--- config.mk ---
export PLATFORM = sky130hd
export DESIGN_NAME = board_thermal_supervisor
export DESIGN_NICKNAME = d
export VERILOG_FILES = /design/src/rtl/bts_pkg.sv /design/src/rtl/board_thermal_supervisor.sv
export SDC_FILE = /design/constraint.sdc
export NUM_CORES = 1
export LEC_CHECK = 0
export BUFFER_PORTS_ARGS = -buffer_cell sky130_fd_sc_hd__buf_2
export CAP_MARGIN = 20
export CORE_MARGIN = 3
export CORE_UTILIZATION = 45
export CTS_BUF_LIST = sky130_fd_sc_hd__clkbuf_8
export DETAILED_ROUTE_END_ITERATION = 6
export PLACE_DENSITY = 0.64
export SYNTH_ARGS = -nofsm -noshare
export SYNTH_HDL_FRONTEND = slang
export SYNTH_SLANG_ARGS = --single-unit
--- constraint.sdc ---
create_clock -name clk -period 13.9 [get_ports clk]
set_input_delay 2.78 -clock clk [delete_from_list [all_inputs] [get_ports clk]]
set_output_delay 2.78 -clock clk [all_outputs]
set_load 0.005 [all_outputs]
--- src/rtl/bts_pkg.sv ---
// shared types, constants and helper functions for the board thermal supervisor
package bts_pkg;

    // board count and register file layout
    localparam int NUM_BOARDS_DEF = 3;
    localparam int NUM_LIMITS     = 3;
    localparam int ADDR_W         = 5;
    localparam int DATA_W         = 32;

    // register indexes (byte address is 4 * index)
    localparam logic [2:0] REG_LIMIT_ZERO  = 3'd0;
    localparam logic [2:0] REG_LIMIT_ONE   = 3'd1;
    localparam logic [2:0] REG_LIMIT_TWO   = 3'd2;
    localparam logic [2:0] REG_TURN_ON     = 3'd3;
    localparam logic [2:0] REG_COUNT_LIMIT = 3'd4;

    // action codes carried on tuser
    localparam logic ACT_SAMPLE = 1'b0;
    localparam logic ACT_ROUND  = 1'b1;

    // thresholds and reset values
    localparam logic [6:0] LIMIT_SAFETY     = 7'd95;
    localparam logic [7:0] TURN_ON_RESET    = 8'd60;
    localparam logic [7:0] COUNT_LIMIT_RST  = 8'd4;
    localparam logic [7:0] TEMP_VALID_MIN   = 8'd1;
    localparam logic [7:0] TEMP_VALID_MAX   = 8'd149;
    localparam logic [7:0] COUNT_MAX        = 8'd255;
    localparam logic [7:0] TEMP_RESET       = 8'd90;
    localparam logic [3:0] BOARD_FAN_RESET  = 4'd1;
    localparam logic [3:0] SHARED_FAN_RESET = 4'd6;
    localparam logic [3:0] FAN_MIN_LEVEL    = 4'd1;
    localparam logic [3:0] FAN_MAX_LEVEL    = 4'd10;
    localparam int         FAN_LOW_TEMP     = 30;
    localparam int         FAN_STEP_TEMP    = 5;
    localparam int         FAN_STEPS        = 9;

    // input item fields carried in tdata, lowest field last
    typedef struct packed {
        logic [7:0] chip_raw;
        logic [7:0] board_raw;
        logic       read_ack;
        logic [1:0] board_index;
    } in_item_t;

    // result item fields carried in tdata, lowest field last
    typedef struct packed {
        logic [2:0] connected_mask;
        logic       fan_write;
        logic [3:0] fan_speed;
        logic       power_write;
        logic [2:0] power_mask;
    } result_t;

    // fan level from chip temperature: 1 below 30, one more per 5 degrees, 10 from 70
    function automatic logic [3:0] fan_from_chip(input logic [7:0] chip);
        logic [3:0] lvl;
        lvl = FAN_MIN_LEVEL;
        for (int k = 0; k < FAN_STEPS; k++)
        begin
            if (chip >= 8'(FAN_LOW_TEMP + FAN_STEP_TEMP * k))
            begin
                lvl = lvl + 4'd1;
            end
        end
        return lvl;
    endfunction

endpackage

--- src/rtl/board_thermal_supervisor.sv ---
// board thermal supervisor top level: sample and round handling, register port
//
// Each input beat gives exactly one result beat. A beat is captured in an input
// register and processed from there in a single pass of compares and a
// three-way maximum, which updates the per-board state and loads the result
// register in the same edge; while the result stream does not stall, a new beat
// is taken every cycle, so throughput is one item per clock. The output register
// stalls the input register only while the result is not taken. Configuration
// writes through the register port must happen while no beat is in flight; a
// limit write whose low seven bits exceed 95 is ignored.
module board_thermal_supervisor #(
    parameter int NUM_BOARDS = bts_pkg::NUM_BOARDS_DEF
) (
    input  logic                        clk,
    input  logic                        rst_n,
    // input stream
    input  logic                        s_tvalid,
    output logic                        s_tready,
    // board_index[1:0], read_ack[2], board_raw[10:3], chip_raw[18:11], zero fill
    input  logic [23:0]                 s_tdata,
    // action[0]
    input  logic                        s_tuser,
    // result stream
    output logic                        m_tvalid,
    input  logic                        m_tready,
    // power_mask[2:0], power_write[3], fan_speed[7:4], fan_write[8],
    // connected_mask[11:9], zero fill
    output logic [15:0]                 m_tdata,
    // register port
    input  logic                        psel,
    input  logic                        penable,
    input  logic                        pwrite,
    input  logic [bts_pkg::ADDR_W-1:0]  paddr,
    input  logic [bts_pkg::DATA_W-1:0]  pwdata,
    output logic [bts_pkg::DATA_W-1:0]  prdata,
    output logic                        pready
);
    import bts_pkg::*;

    // configuration registers
    logic [6:0] limit_reg [NUM_LIMITS];
    logic [7:0] turn_on_reg;
    logic [7:0] count_limit_reg;
    logic       cfg_write;
    logic [2:0] cfg_index;

    // input and result stages
    logic       in_valid_reg;
    logic       in_action_reg;
    in_item_t   in_item_reg;
    logic       out_valid_reg;
    result_t    out_reg;
    logic       advance;
    logic       fire;

    // per-board state
    logic [7:0]            btemp_reg  [NUM_BOARDS];
    logic [7:0]            ctemp_reg  [NUM_BOARDS];
    logic [3:0]            bfan_reg   [NUM_BOARDS];
    logic [7:0]            count_reg  [NUM_BOARDS];
    logic [NUM_BOARDS-1:0] conn_reg;
    logic [NUM_BOARDS-1:0] enable_reg;
    logic [3:0]            fan_reg;

    // next values
    logic [7:0]            btemp_next [NUM_BOARDS];
    logic [7:0]            ctemp_next [NUM_BOARDS];
    logic [3:0]            bfan_next  [NUM_BOARDS];
    logic [7:0]            count_next [NUM_BOARDS];
    logic [NUM_BOARDS-1:0] conn_next;
    logic [NUM_BOARDS-1:0] enable_next;
    logic [3:0]            fan_next;
    logic                  fan_write;
    logic                  sample_ok;
    logic                  new_over;
    logic                  stored_over;
    logic                  any_conn;
    logic [3:0]            max_fan;
    result_t               result_next;

    // register port
    assign pready    = 1'b1;
    assign cfg_index = paddr[4:2];
    assign cfg_write = psel && penable && pwrite && pready;

    always_ff @(posedge clk or negedge rst_n)
    begin
        if (!rst_n)
        begin
            for (int i = 0; i < NUM_LIMITS; i++)
            begin
                limit_reg[i] <= LIMIT_SAFETY;
            end
            turn_on_reg     <= TURN_ON_RESET;
            count_limit_reg <= COUNT_LIMIT_RST;
        end
        else if (cfg_write)
        begin
            case (cfg_index)
                REG_LIMIT_ZERO, REG_LIMIT_ONE, REG_LIMIT_TWO:
                begin
                    if (pwdata[6:0] <= LIMIT_SAFETY)
                    begin
                        limit_reg[cfg_index[1:0]] <= pwdata[6:0];
                    end
                end
                REG_TURN_ON:     turn_on_reg     <= pwdata[7:0];
                REG_COUNT_LIMIT: count_limit_reg <= pwdata[7:0];
                default:         ;
            endcase
        end
    end

    // register read back
    always_comb
    begin
        case (cfg_index)
            REG_LIMIT_ZERO:  prdata = DATA_W'(limit_reg[0]);
            REG_LIMIT_ONE:   prdata = DATA_W'(limit_reg[1]);
            REG_LIMIT_TWO:   prdata = DATA_W'(limit_reg[2]);
            REG_TURN_ON:     prdata = DATA_W'(turn_on_reg);
            REG_COUNT_LIMIT: prdata = DATA_W'(count_limit_reg);
            default:         prdata = '0;
        endcase
    end

    // pipeline flow control
    assign advance  = !out_valid_reg || m_tready;
    assign fire     = in_valid_reg && advance;
    assign s_tready = !in_valid_reg || advance;

    // input register
    always_ff @(posedge clk or negedge rst_n)
    begin
        if (!rst_n)
        begin
            in_valid_reg <= 1'b0;
        end
        else if (s_tready)
        begin
            in_valid_reg <= s_tvalid;
        end
    end

    always_ff @(posedge clk)
    begin
        if (s_tvalid && s_tready)
        begin
            in_action_reg <= s_tuser;
            in_item_reg   <= in_item_t'(s_tdata[18:0]);
        end
    end

    // sample validity
    assign sample_ok = in_item_reg.read_ack
                    && in_item_reg.board_raw >= TEMP_VALID_MIN
                    && in_item_reg.board_raw <= TEMP_VALID_MAX
                    && in_item_reg.chip_raw  >= TEMP_VALID_MIN
                    && in_item_reg.chip_raw  <= TEMP_VALID_MAX;

    // single pass over the boards
    always_comb
    begin
        conn_next   = conn_reg;
        enable_next = enable_reg;
        fan_next    = fan_reg;
        fan_write   = 1'b0;
        any_conn    = 1'b0;
        max_fan     = '0;
        new_over    = 1'b0;
        stored_over = 1'b0;
        for (int i = 0; i < NUM_BOARDS; i++)
        begin
            btemp_next[i] = btemp_reg[i];
            ctemp_next[i] = ctemp_reg[i];
            bfan_next[i]  = bfan_reg[i];
            count_next[i] = count_reg[i];
            if (in_action_reg == ACT_SAMPLE)
            begin
                // sample report for the addressed board
                if (in_item_reg.board_index == 2'(i))
                begin
                    if (sample_ok)
                    begin
                        new_over = in_item_reg.board_raw > {1'b0, limit_reg[i]}
                                || in_item_reg.chip_raw  > {1'b0, limit_reg[i]};
                        btemp_next[i] = in_item_reg.board_raw;
                        ctemp_next[i] = in_item_reg.chip_raw;
                        bfan_next[i]  = fan_from_chip(in_item_reg.chip_raw);
                        conn_next[i]  = 1'b1;
                        if (!new_over)
                        begin
                            count_next[i] = '0;
                        end
                        else if (count_reg[i] != COUNT_MAX)
                        begin
                            count_next[i] = count_reg[i] + 8'd1;
                        end
                    end
                    else
                    begin
                        conn_next[i] = 1'b0;
                    end
                end
            end
            else
            begin
                // end of round: power decision and running fan maximum
                stored_over = btemp_reg[i] > {1'b0, limit_reg[i]}
                           || ctemp_reg[i] > {1'b0, limit_reg[i]};
                if (conn_reg[i] && stored_over && count_reg[i] > count_limit_reg)
                begin
                    enable_next[i] = 1'b0;
                end
                else if (conn_reg[i] && btemp_reg[i] < turn_on_reg)
                begin
                    enable_next[i] = 1'b1;
                end
                if (conn_reg[i])
                begin
                    if (!any_conn || bfan_reg[i] > max_fan)
                    begin
                        max_fan = bfan_reg[i];
                    end
                    any_conn = 1'b1;
                end
            end
        end
        if (in_action_reg == ACT_ROUND && any_conn && max_fan != fan_reg)
        begin
            fan_next  = max_fan;
            fan_write = 1'b1;
        end
    end

    // result of this beat
    always_comb
    begin
        result_next.power_mask     = 3'(enable_next);
        result_next.power_write    = (in_action_reg == ACT_ROUND);
        result_next.fan_speed      = fan_next;
        result_next.fan_write      = fan_write;
        result_next.connected_mask = 3'(conn_next);
    end

    // state update
    always_ff @(posedge clk or negedge rst_n)
    begin
        if (!rst_n)
        begin
            for (int i = 0; i < NUM_BOARDS; i++)
            begin
                btemp_reg[i] <= TEMP_RESET;
                ctemp_reg[i] <= TEMP_RESET;
                bfan_reg[i]  <= BOARD_FAN_RESET;
                count_reg[i] <= '0;
            end
            conn_reg   <= '0;
            enable_reg <= '0;
            fan_reg    <= SHARED_FAN_RESET;
        end
        else if (fire)
        begin
            for (int i = 0; i < NUM_BOARDS; i++)
            begin
                btemp_reg[i] <= btemp_next[i];
                ctemp_reg[i] <= ctemp_next[i];
                bfan_reg[i]  <= bfan_next[i];
                count_reg[i] <= count_next[i];
            end
            conn_reg   <= conn_next;
            enable_reg <= enable_next;
            fan_reg    <= fan_next;
        end
    end

    // result register
    always_ff @(posedge clk or negedge rst_n)
    begin
        if (!rst_n)
        begin
            out_valid_reg <= 1'b0;
        end
        else if (advance)
        begin
            out_valid_reg <= in_valid_reg;
        end
    end

    always_ff @(posedge clk)
    begin
        if (fire)
        begin
            out_reg <= result_next;
        end
    end

    assign m_tvalid = out_valid_reg;
    assign m_tdata  = {4'b0, out_reg};

    // shared fan level never leaves its range
    assert property (@(posedge clk) disable iff (!rst_n)
        fan_reg >= FAN_MIN_LEVEL && fan_reg <= FAN_MAX_LEVEL)
        else $error("shared fan level out of range");

    // a fan write only comes with an end-of-round result
    assert property (@(posedge clk) disable iff (!rst_n)
        fire && fan_write |-> in_action_reg == ACT_ROUND)
        else $error("fan write on a sample beat");

    // a held input beat stays put while the result register is blocked
    assert property (@(posedge clk) disable iff (!rst_n)
        in_valid_reg && !advance |=> in_valid_reg && $stable(in_item_reg)
            && $stable(in_action_reg))
        else $error("input stage lost a beat under stall");

    // a sample beat never touches the power mask
    assert property (@(posedge clk) disable iff (!rst_n)
        fire && in_action_reg == ACT_SAMPLE |=> $stable(enable_reg))
        else $error("power mask changed on a sample beat");

endmodule

==> impl_metrics.toml, run 1 <==
[die]
die_w_um = 164
start_util = 0.461
ioPinCount = 120
die_area_um2 = 27000
core.rowCount = 57
core_um2 = 24500
die-height_um = 164

[synthesis]
syn_area_per_cell_um2 = 10.3
ys_ff_latch = 165
synth-edff-count = 32
async_reset_ff_frac = 0.806
synth-main-ff-cell = "dfrtp_1"
yosys.area.top_type = "dfrtp_1"
synth_top_area_frac = 0.180
synth_area_leaders = "dfrtp_1 (18%), ha_1 (16%), dfstp_2 (12%), mux2_2 (9.0%), edfxtp_1 (8.5%)"
synthesis.yosys.warnings = 0
synthCells = 1093
syn_area_um2 = 11300
synth.distinct_cells = 83
yosysSeqAreaShare = 0.386

[finish]
nets = 1361
area_growth_syn_to_layout_pct = 7.88
final_common_cell = "ha_1"
utilization = 0.497
drive_above_1_share = 0.226
final_cell_mix = "ha_1 (147), mux2_2 (90), inv_1 (82)"
n_antenna_cell = 0

[grt]
grt_max_degree = 70
antenna_found_initial = 0
gr-usage-all-layers = 0.204
grt_pass1_wl_um = 43000
gr-total-overflow = 0
grt_pass1_vias = 7980

[detailed_routing]
drt_pass1_iterations = 5
vias = 8239
drtIter0Drc = 397
wl_per_cell_um = 17.9
drc = 0
routed_via_density = 5.56
wirelength_um = 26600
ant_nets = 0

[worst_setup_path]
crit_top_cell = "buf_2"
worstPathArrival_ns = 3.99
slowest_delay_ns = 0.46
cp_cell_sequence = "buf_2, nor2_1, a22oi_1, o22ai_1, buf_2"
crit_required_ns = 11.12
cp-start-kind = "input port"
critPathMaxFanout = 20
critPathSlowestCell = "nor2_1"
cp-end-kind = "primary output"
critical_path_class = "input port to primary output"

[sta]
max_freq_ghz = 0.148
skew_ns = 0.0160
fin_setup_tns_ns = 0
maxSlewHeadroom = 0.433
setup_viol = 0
period_needed_ns = 6.77
hold_ws_ns = 0.489
rsz0062_at_grt = "false"
finalCritPeriodShare = 0.487
slew_violations = 0
worst_slew_pin_slew_ns = 0.850
setup_ws_ns = 7.13
hold_viol = 0

[cts]
cts_made_buffers = 17
clk_pin_slew_ns = 0.10
htreeDepth = 4
cts_resized = 0
cts_tree = "done"
cts_hold_buf = 0
cts.sinks = 165
cts_root_buf = "clkbuf_8"
worstSkewPairLatency_ns = 0.47
clk_path_buf_depth = 2
post_cts_buffers = 0

[pwr]
report.power.total_mw = 1.59
ir_worst_vdd_mv = 0.0607
p_per_area_nw_per_um2 = 131
p_leak_nw = 5.47

[placed_design]
port_buffers = 59
place.gp.congestion = 0.897
dp_hpwl_um = 19800
dpl_worst_slack_ns = 7.16

[min_path]
timing.hold.worst.class = "flop to flop"

[flow_run]
drv_cap = 0

[outcome]
status = "completed"
worst paths after layout:
| check | slack (ns) | startpoint | cells after the start | to |
|---|---|---|---|---|
| hold / removal | 0.49 | bfan_reg[8] | 2 | bfan_reg[8] |
| hold reg to reg | 0.49 | bfan_reg[8] | 2 | bfan_reg[8] |
| min in group asynchronous | 2.30 | rst_n | 1 | count_reg[7] |
| setup reg to reg | 8.06 | in_item_reg[17] | 19 | bfan_reg[6] |
| max in group asynchronous | 10.36 | rst_n | 2 | btemp_reg[18] |
| setup / recovery | 7.13 | paddr[3] | 5 | prdata[1] |
critical path: cells and delay by family:
| kind | cells | cell delay, ns |
|---|---|---|
| AOI/OAI and AO/OA | 2 | 0.39 |
| buffers and inverters | 2 | 0.36 |
| and+or+nand+nor | 1 | 0.46 |
cell type report:
type	count	area, µm²
fill	2284	12300
multi-input combinational	814	6350
sequential	165	4350
tap	324	405
timing repair buffer	64	339
inverter	82	308
clock buffer	17	234
clock inverter	15	161
power by group:
| part | total, mW | switching, mW | internal [mW] |
|---|---|---|---|
| Combinational | 0.556 | 0.295 | 0.261 |
| Sequential | 0.684 | 0.0840 | 0.600 |
| Clock | 0.349 | 0.213 | 0.135 |
| Total | 1.59 | 0.592 | 0.996 |
cells by family after synthesis:
group,share of synthesized area
AO/OA/AOI/OAI,0.151
XOR/XNOR,0.0194
adder cells (fa/ha/maj),0.165
buffers and inverters,0.0586
flip-flops,0.386
multiplexers,0.0944
other,0.000666
AND/OR/NAND/NOR,0.125
metrics by stage:
step / cells / instance area, µm²
finish: 1481 / 12200
detailed placement: 1449 / 11800
floorplan: 1120 / 11400
CTS: 1481 / 12200
global placement: 1449 / 11800
global route: 1481 / 12200
Yosys cell counts (6+ instances only):
master,instances
a211oi_1,9
a21o_1,22
a21oi_1,43
a22oi_1,12
and2_1,6
buf_1,6
buf_2,9
buf_4,30
clkbuf_1,13
dfrtp_1,81
dfstp_2,52
edfxtp_1,32
ha_1,147
inv_1,82
mux2_2,90
nand2_1,70
nand2b_1,13
nand3_1,26
nand4_1,24
nor2_1,56
nor2b_1,21
nor3_1,18
o211ai_1,7
o21a_1,23
o21ai_0,60
o221ai_1,11
o22ai_1,10
xnor2_1,16
xor2_1,9
per-layer routing:
metal	vias to the layer above	routed length, µm	share of wire	GRT usage
met1	3996	12700	0.48	0.284
met3	31	1050	0.039	0.0330
li1	4060	-	-	-
met2	152	12200	0.46	0.329
met4	0	537	0.020	0.0604
met5	-	0	0	0
Power figures use the tool's default switching activity.
==> inputs of run 2 (changes only) <==
--- a/config.mk
+++ b/config.mk
@@ -11,7 +11,7 @@
 export CORE_UTILIZATION = 45
 export CTS_BUF_LIST = sky130_fd_sc_hd__clkbuf_8
 export DETAILED_ROUTE_END_ITERATION = 6
-export PLACE_DENSITY = 0.64
+export PLACE_DENSITY = 0.66
 export SYNTH_ARGS = -nofsm -noshare
 export SYNTH_HDL_FRONTEND = slang
 export SYNTH_SLANG_ARGS = --single-unit
==> constraint.sdc (replaced) <==
create_clock -name clk -period 6.2 [get_ports clk]
set_input_delay 1.24 -clock clk [delete_from_list [all_inputs] [get_ports clk]]
set_output_delay 1.24 -clock clk [all_outputs]
set_load 0.005 [all_outputs]
==> impl_metrics.toml, run 2 (synthesis results as in run 1) <==
[die]
die_area_um2 = 27000
core.rowCount = 57
die-height_um = 164
core_um2 = 24500
die_w_um = 164
ioPinCount = 120
start_util = 0.461

[worst_setup_path]
crit_required_ns = 6.58
critPathMaxFanout = 16
rr_startpoint = "in_item_reg[16]"
worstPathArrival_ns = 5.92
cp-end-kind = "flop"
critPathLaunch = "in_item_reg[16]"
critical_path_class = "flop to flop"
cp-start-kind = "flop"
r2r_slack_ns = 0.66

[placed_design]
place_inst = 1455
dp_hpwl_um = 20300
port_buffers = 59
place_area_um2 = 11800
place.gp.congestion = 0.905
dpl_worst_slack_ns = 0.692

[sta]
setup_viol = 0
finalCritPeriodShare = 0.894
period_needed_ns = 5.54
hold_ws_ns = 0.491
max_freq_ghz = 0.180
maxSlewHeadroom = 0.428
hold_viol = 0
fin_setup_tns_ns = 0
rsz0062_at_grt = "false"
worst_slew_pin_slew_ns = 0.858
skew_ns = 0.0188
slew_violations = 0
setup_ws_ns = 0.660

[cts]
cts.sinks = 165
cts_made_buffers = 17
cts_hold_buf = 0
cts_resized = 0
worstSkewPairLatency_ns = 0.49
post_cts_buffers = 0
clk_pin_slew_ns = 0.10
clk_path_buf_depth = 2
cts_tree = "done"
htreeDepth = 4
cts_root_buf = "clkbuf_8"

[detailed_routing]
vias = 8336
drt_pass1_iterations = 5
wl_per_cell_um = 18.2
drtIter0Drc = 457
wirelength_um = 27100
routed_via_density = 5.60
ant_nets = 0
drc = 0

[pwr]
p_per_area_nw_per_um2 = 293
p_sw_frac = 0.375
p_int_mw = 2.24
report.power.total_mw = 3.58
p_leak_nw = 5.51
power_frac_clock = 0.219
p_comb_frac = 0.355
ir_worst_vdd_mv = 0.119
pwr-share-seq = 0.426
power_switching_mw = 1.34

[finish]
stdcell_count = 1488
final_cell_mix = "ha_1 (147), mux2_2 (90), inv_1 (82)"
area_growth_syn_to_layout_pct = 8.39
n_antenna_cell = 0
nets = 1368
fillers = 2256
design_area_um2 = 12200
final_common_cell = "ha_1"
utilization = 0.499
drive_above_1_share = 0.230

[grt]
gr-usage-all-layers = 0.211
antenna_found_initial = 0
grt_pass1_wl_um = 44500
grt_pass1_vias = 8165
gr-total-overflow = 0
grt_max_degree = 90

[min_path]
hp-start = "ctemp_reg[16]"
timing.hold.worst.class = "flop to flop"

[flow_run]
drv_cap = 0

[outcome]
status = "completed"
## run 2: changes by cell type in the layout (fill, tap and decap cells not counted), sizes merged
cell    change
buf         +7
clkinv      -3
inv         +3
## run 2: cell type report
| class | count | area (µm²) | area share |
|---|---|---|---|
| clock buffers | 17 | 234 | 0.0192 |
| well taps | 324 | 405 | 0.0332 |
| inverters | 82 | 308 | 0.0252 |
| clock inverters | 15 | 146 | 0.0120 |
| repair buffers | 71 | 412 | 0.0337 |
| multi-input cells | 814 | 6350 | 0.520 |
| flip-flops and latches | 165 | 4350 | 0.356 |
## run 2: power groups by stage
| stage | Combinational, mW | Clock [mW] | Sequential, mW |
|---|---|---|---|
| final | 1.27 | 0.785 | 1.52 |
| after global routing | 1.46 | 0.847 | 1.55 |
| after CTS | 1.27 | 0.803 | 1.52 |
| after detailed placement | 1.26 | 0 | 1.54 |
| after global placement | 1.22 | 0 | 1.54 |
| after floorplan | 0.972 | 0 | 1.47 |
## run 2: worst paths after layout
path,to,depth (start not counted)
max,bfan_reg[2],18
min,ctemp_reg[16],2
max reg2reg,bfan_reg[2],18
min reg2reg,ctemp_reg[16],2
max in group asynchronous,count_reg[20],2
min in group asynchronous,count_reg[14],1
## run 2: layer usage
layer,global-route usage,routed length [µm],up-vias
li1,-,-,4065
met1,0.288,12600,4047
met2,0.348,12900,188
met3,0.0351,1210,36
met4,0.0554,407,0
met5,0,0,-
## run 2: worst max-delay path: stages, from the launching register on
cell	delay (ns)
edfxtp_1	0.67
a211o_1	0.50
nor2_1	0.17
fa_1	0.55
xor2_1	0.21
ha_1	0.32
mux2_2	0.28
ha_1	0.31
a21o_1	0.09
o31ai_1	0.06
a221oi_1	0.33
ha_1	0.31
mux2_2	0.29
ha_1	0.30
mux2_2	0.30
ha_1	0.19
nor2b_1	0.13
xnor2_1	0.17
mux2_2	0.27
==> inputs of run 3 (changes only) <==
--- a/config.mk
+++ b/config.mk
@@ -8,10 +8,12 @@
 export BUFFER_PORTS_ARGS = -buffer_cell sky130_fd_sc_hd__buf_2
 export CAP_MARGIN = 20
 export CORE_MARGIN = 3
-export CORE_UTILIZATION = 45
+export CORE_UTILIZATION = 56
 export CTS_BUF_LIST = sky130_fd_sc_hd__clkbuf_8
 export DETAILED_ROUTE_END_ITERATION = 6
-export PLACE_DENSITY = 0.66
+export HOLD_SLACK_MARGIN = 0.02
+export PLACE_DENSITY = 0.8
+export SKIP_CTS_REPAIR_TIMING = 1
 export SYNTH_ARGS = -nofsm -noshare
 export SYNTH_HDL_FRONTEND = slang
 export SYNTH_SLANG_ARGS = --single-unit
==> impl_metrics.toml, run 3 (synthesis results as in run 1) <==
[detailed_routing]
vias = 8531
drc = 0
routed_via_density = 5.97
ant_nets = 0
wl_per_cell_um = 18.3
drtIter0Drc = 520
drt_pass1_iterations = 5
wirelength_um = 26100

[worst_setup_path]
cp-start-kind = "flop"
worstPathBufferInverterCount = 1
crit_top_cell = "ha_1"
worstPathArrival_ns = 6.02
cp_cell_sequence = "and2_1, a311o_1, inv_1, fa_1, xor2_1, ha_1, mux2_2, ha_1, a21o_1, o31ai_1, a221oi_1, ha_1, mux2_2, ha_1, mux2_2, ha_1, nor2b_1, xnor2_1, mux2_2"
critPathLaunch = "in_item_reg[12]"
r2r_slack_ns = 0.55
slowest_delay_ns = 0.66
critPathSlowestCell = "edfxtp_1"
critPathMaxFanout = 14
cp-end-kind = "flop"
rr_startpoint = "in_item_reg[12]"
critical_path_class = "flop to flop"
crit_required_ns = 6.58
crit_family = "adder cells"

[finish]
seqCellArea_um2 = 4350
utilization = 0.622
final_cell_mix = "ha_1 (147), mux2_2 (90), inv_1 (82)"
drive_above_1_share = 0.230
design_area_um2 = 12200
final_common_cell = "ha_1"
n_antenna_cell = 0
area_growth_syn_to_layout_pct = 8.11
nets = 1367
stdcell_count = 1428
multi_input_area_um2 = 6350
fillers = 1617

[sta]
slew_violations = 0
worst_slew_pin_slew_ns = 0.790
fin_setup_tns_ns = 0
setup_viol = 0
rsz0062_at_grt = "false"
skew_ns = 0.0175
hold_ws_ns = 0.495
maxSlewHeadroom = 0.474
max_freq_ghz = 0.177
period_needed_ns = 5.65
hold_viol = 0
setup_ws_ns = 0.552
finalCritPeriodShare = 0.911

[grt]
grt_pass1_vias = 8549
grt_pass1_wl_um = 43200
grt_max_degree = 89
antenna_found_initial = 0
gr-usage-all-layers = 0.248
gr-total-overflow = 0

[placed_design]
place_area_um2 = 11700
place.gp.congestion = 0.917
dp_hpwl_um = 19600
dpl_worst_slack_ns = 0.630
port_buffers = 59
place_inst = 1395

[die]
die_area_um2 = 21900
core.rowCount = 51
core_um2 = 19600
die-height_um = 148
die_w_um = 148
ioPinCount = 120
start_util = 0.575

[flow_run]
drv_cap = 0

[cts]
cts.sinks = 165
htreeDepth = 4
cts_tree = "done"
worstSkewPairLatency_ns = 0.48
cts_made_buffers = 17
clk_path_buf_depth = 2
clk_pin_slew_ns = 0.11
cts_root_buf = "clkbuf_8"

[pwr]
p_int_mw = 2.29
p_per_area_nw_per_um2 = 299
pwr-share-seq = 0.419
ir_worst_vdd_mv = 0.199
p_comb_frac = 0.351
power_frac_clock = 0.231
p_sw_frac = 0.371
p_leak_nw = 5.52
report.power.total_mw = 3.64
power_switching_mw = 1.35

[min_path]
timing.hold.worst.class = "flop to flop"
hp-start = "bfan_reg[8]"

[outcome]
status = "completed"
[run 3: changes by cell type in the layout (fill, tap and decap cells not counted)]
cell,delta
buf_8,+1
buf_4,-1
inv_4,-1
inv_6,-4
clkinv_8,+4
clkinv_4,-3
bufinv_16,+1
buf_16,-1
inv_8,+3
[run 3: final timing paths]
| check | endpoint | cells past startpoint |
|---|---|---|
| max | bfan_reg[6] | 19 |
| min | bfan_reg[8] | 2 |
| max reg2reg | bfan_reg[6] | 19 |
| min reg2reg | bfan_reg[8] | 2 |
| max in group asynchronous | count_reg[1] | 2 |
| min in group asynchronous | bfan_reg[7] | 1 |
[run 3: metal layers]
metal | share of wire | routed length (µm) | track usage | vias up
met1 | 0.42 | 11000 | 0.321 | 4145
met3 | 0.063 | 1650 | 0.0521 | 48
li1 | - | - | - | 4061
met5 | 0 | 0 | 0 | -
met4 | 0.021 | 547 | 0.0762 | 0
met2 | 0.49 | 12900 | 0.420 | 277
[run 3: cell type report]
cell class / instances / area share
clock buffers: 17 / 0.0192
flip-flops and latches: 165 / 0.357
inverters: 82 / 0.0253
multi-input cells: 814 / 0.522
repair buffers: 70 / 0.0321
clock inverters: 15 / 0.0171
well taps: 265 / 0.0272
[run 3: worst reg2reg max path: stages (launching register included)]
cell and delay [ns]:
edfxtp_1 0.66, and2_1 0.31, a311o_1 0.38, inv_1 0.10, fa_1 0.55, xor2_1 0.21
ha_1 0.32, mux2_2 0.28, ha_1 0.29, a21o_1 0.08, o31ai_1 0.06, a221oi_1 0.34
ha_1 0.30, mux2_2 0.28, ha_1 0.29, mux2_2 0.30, ha_1 0.19, nor2b_1 0.13
xnor2_1 0.18, mux2_2 0.29
[run 3: power by group through the flow]
| stage | registers [mW] | clock network, mW | logic (mW) |
|---|---|---|---|
| 5_1_grt | 1.55 | 0.901 | 1.46 |
| 6_report | 1.52 | 0.841 | 1.28 |
| 2_1_floorplan | 1.47 | 0 | 0.972 |
| 4_1_cts | 1.52 | 0.858 | 1.28 |
| 3_5_place_dp | 1.54 | 0 | 1.26 |
| 3_3_place_gp | 1.53 | 0 | 1.20 |
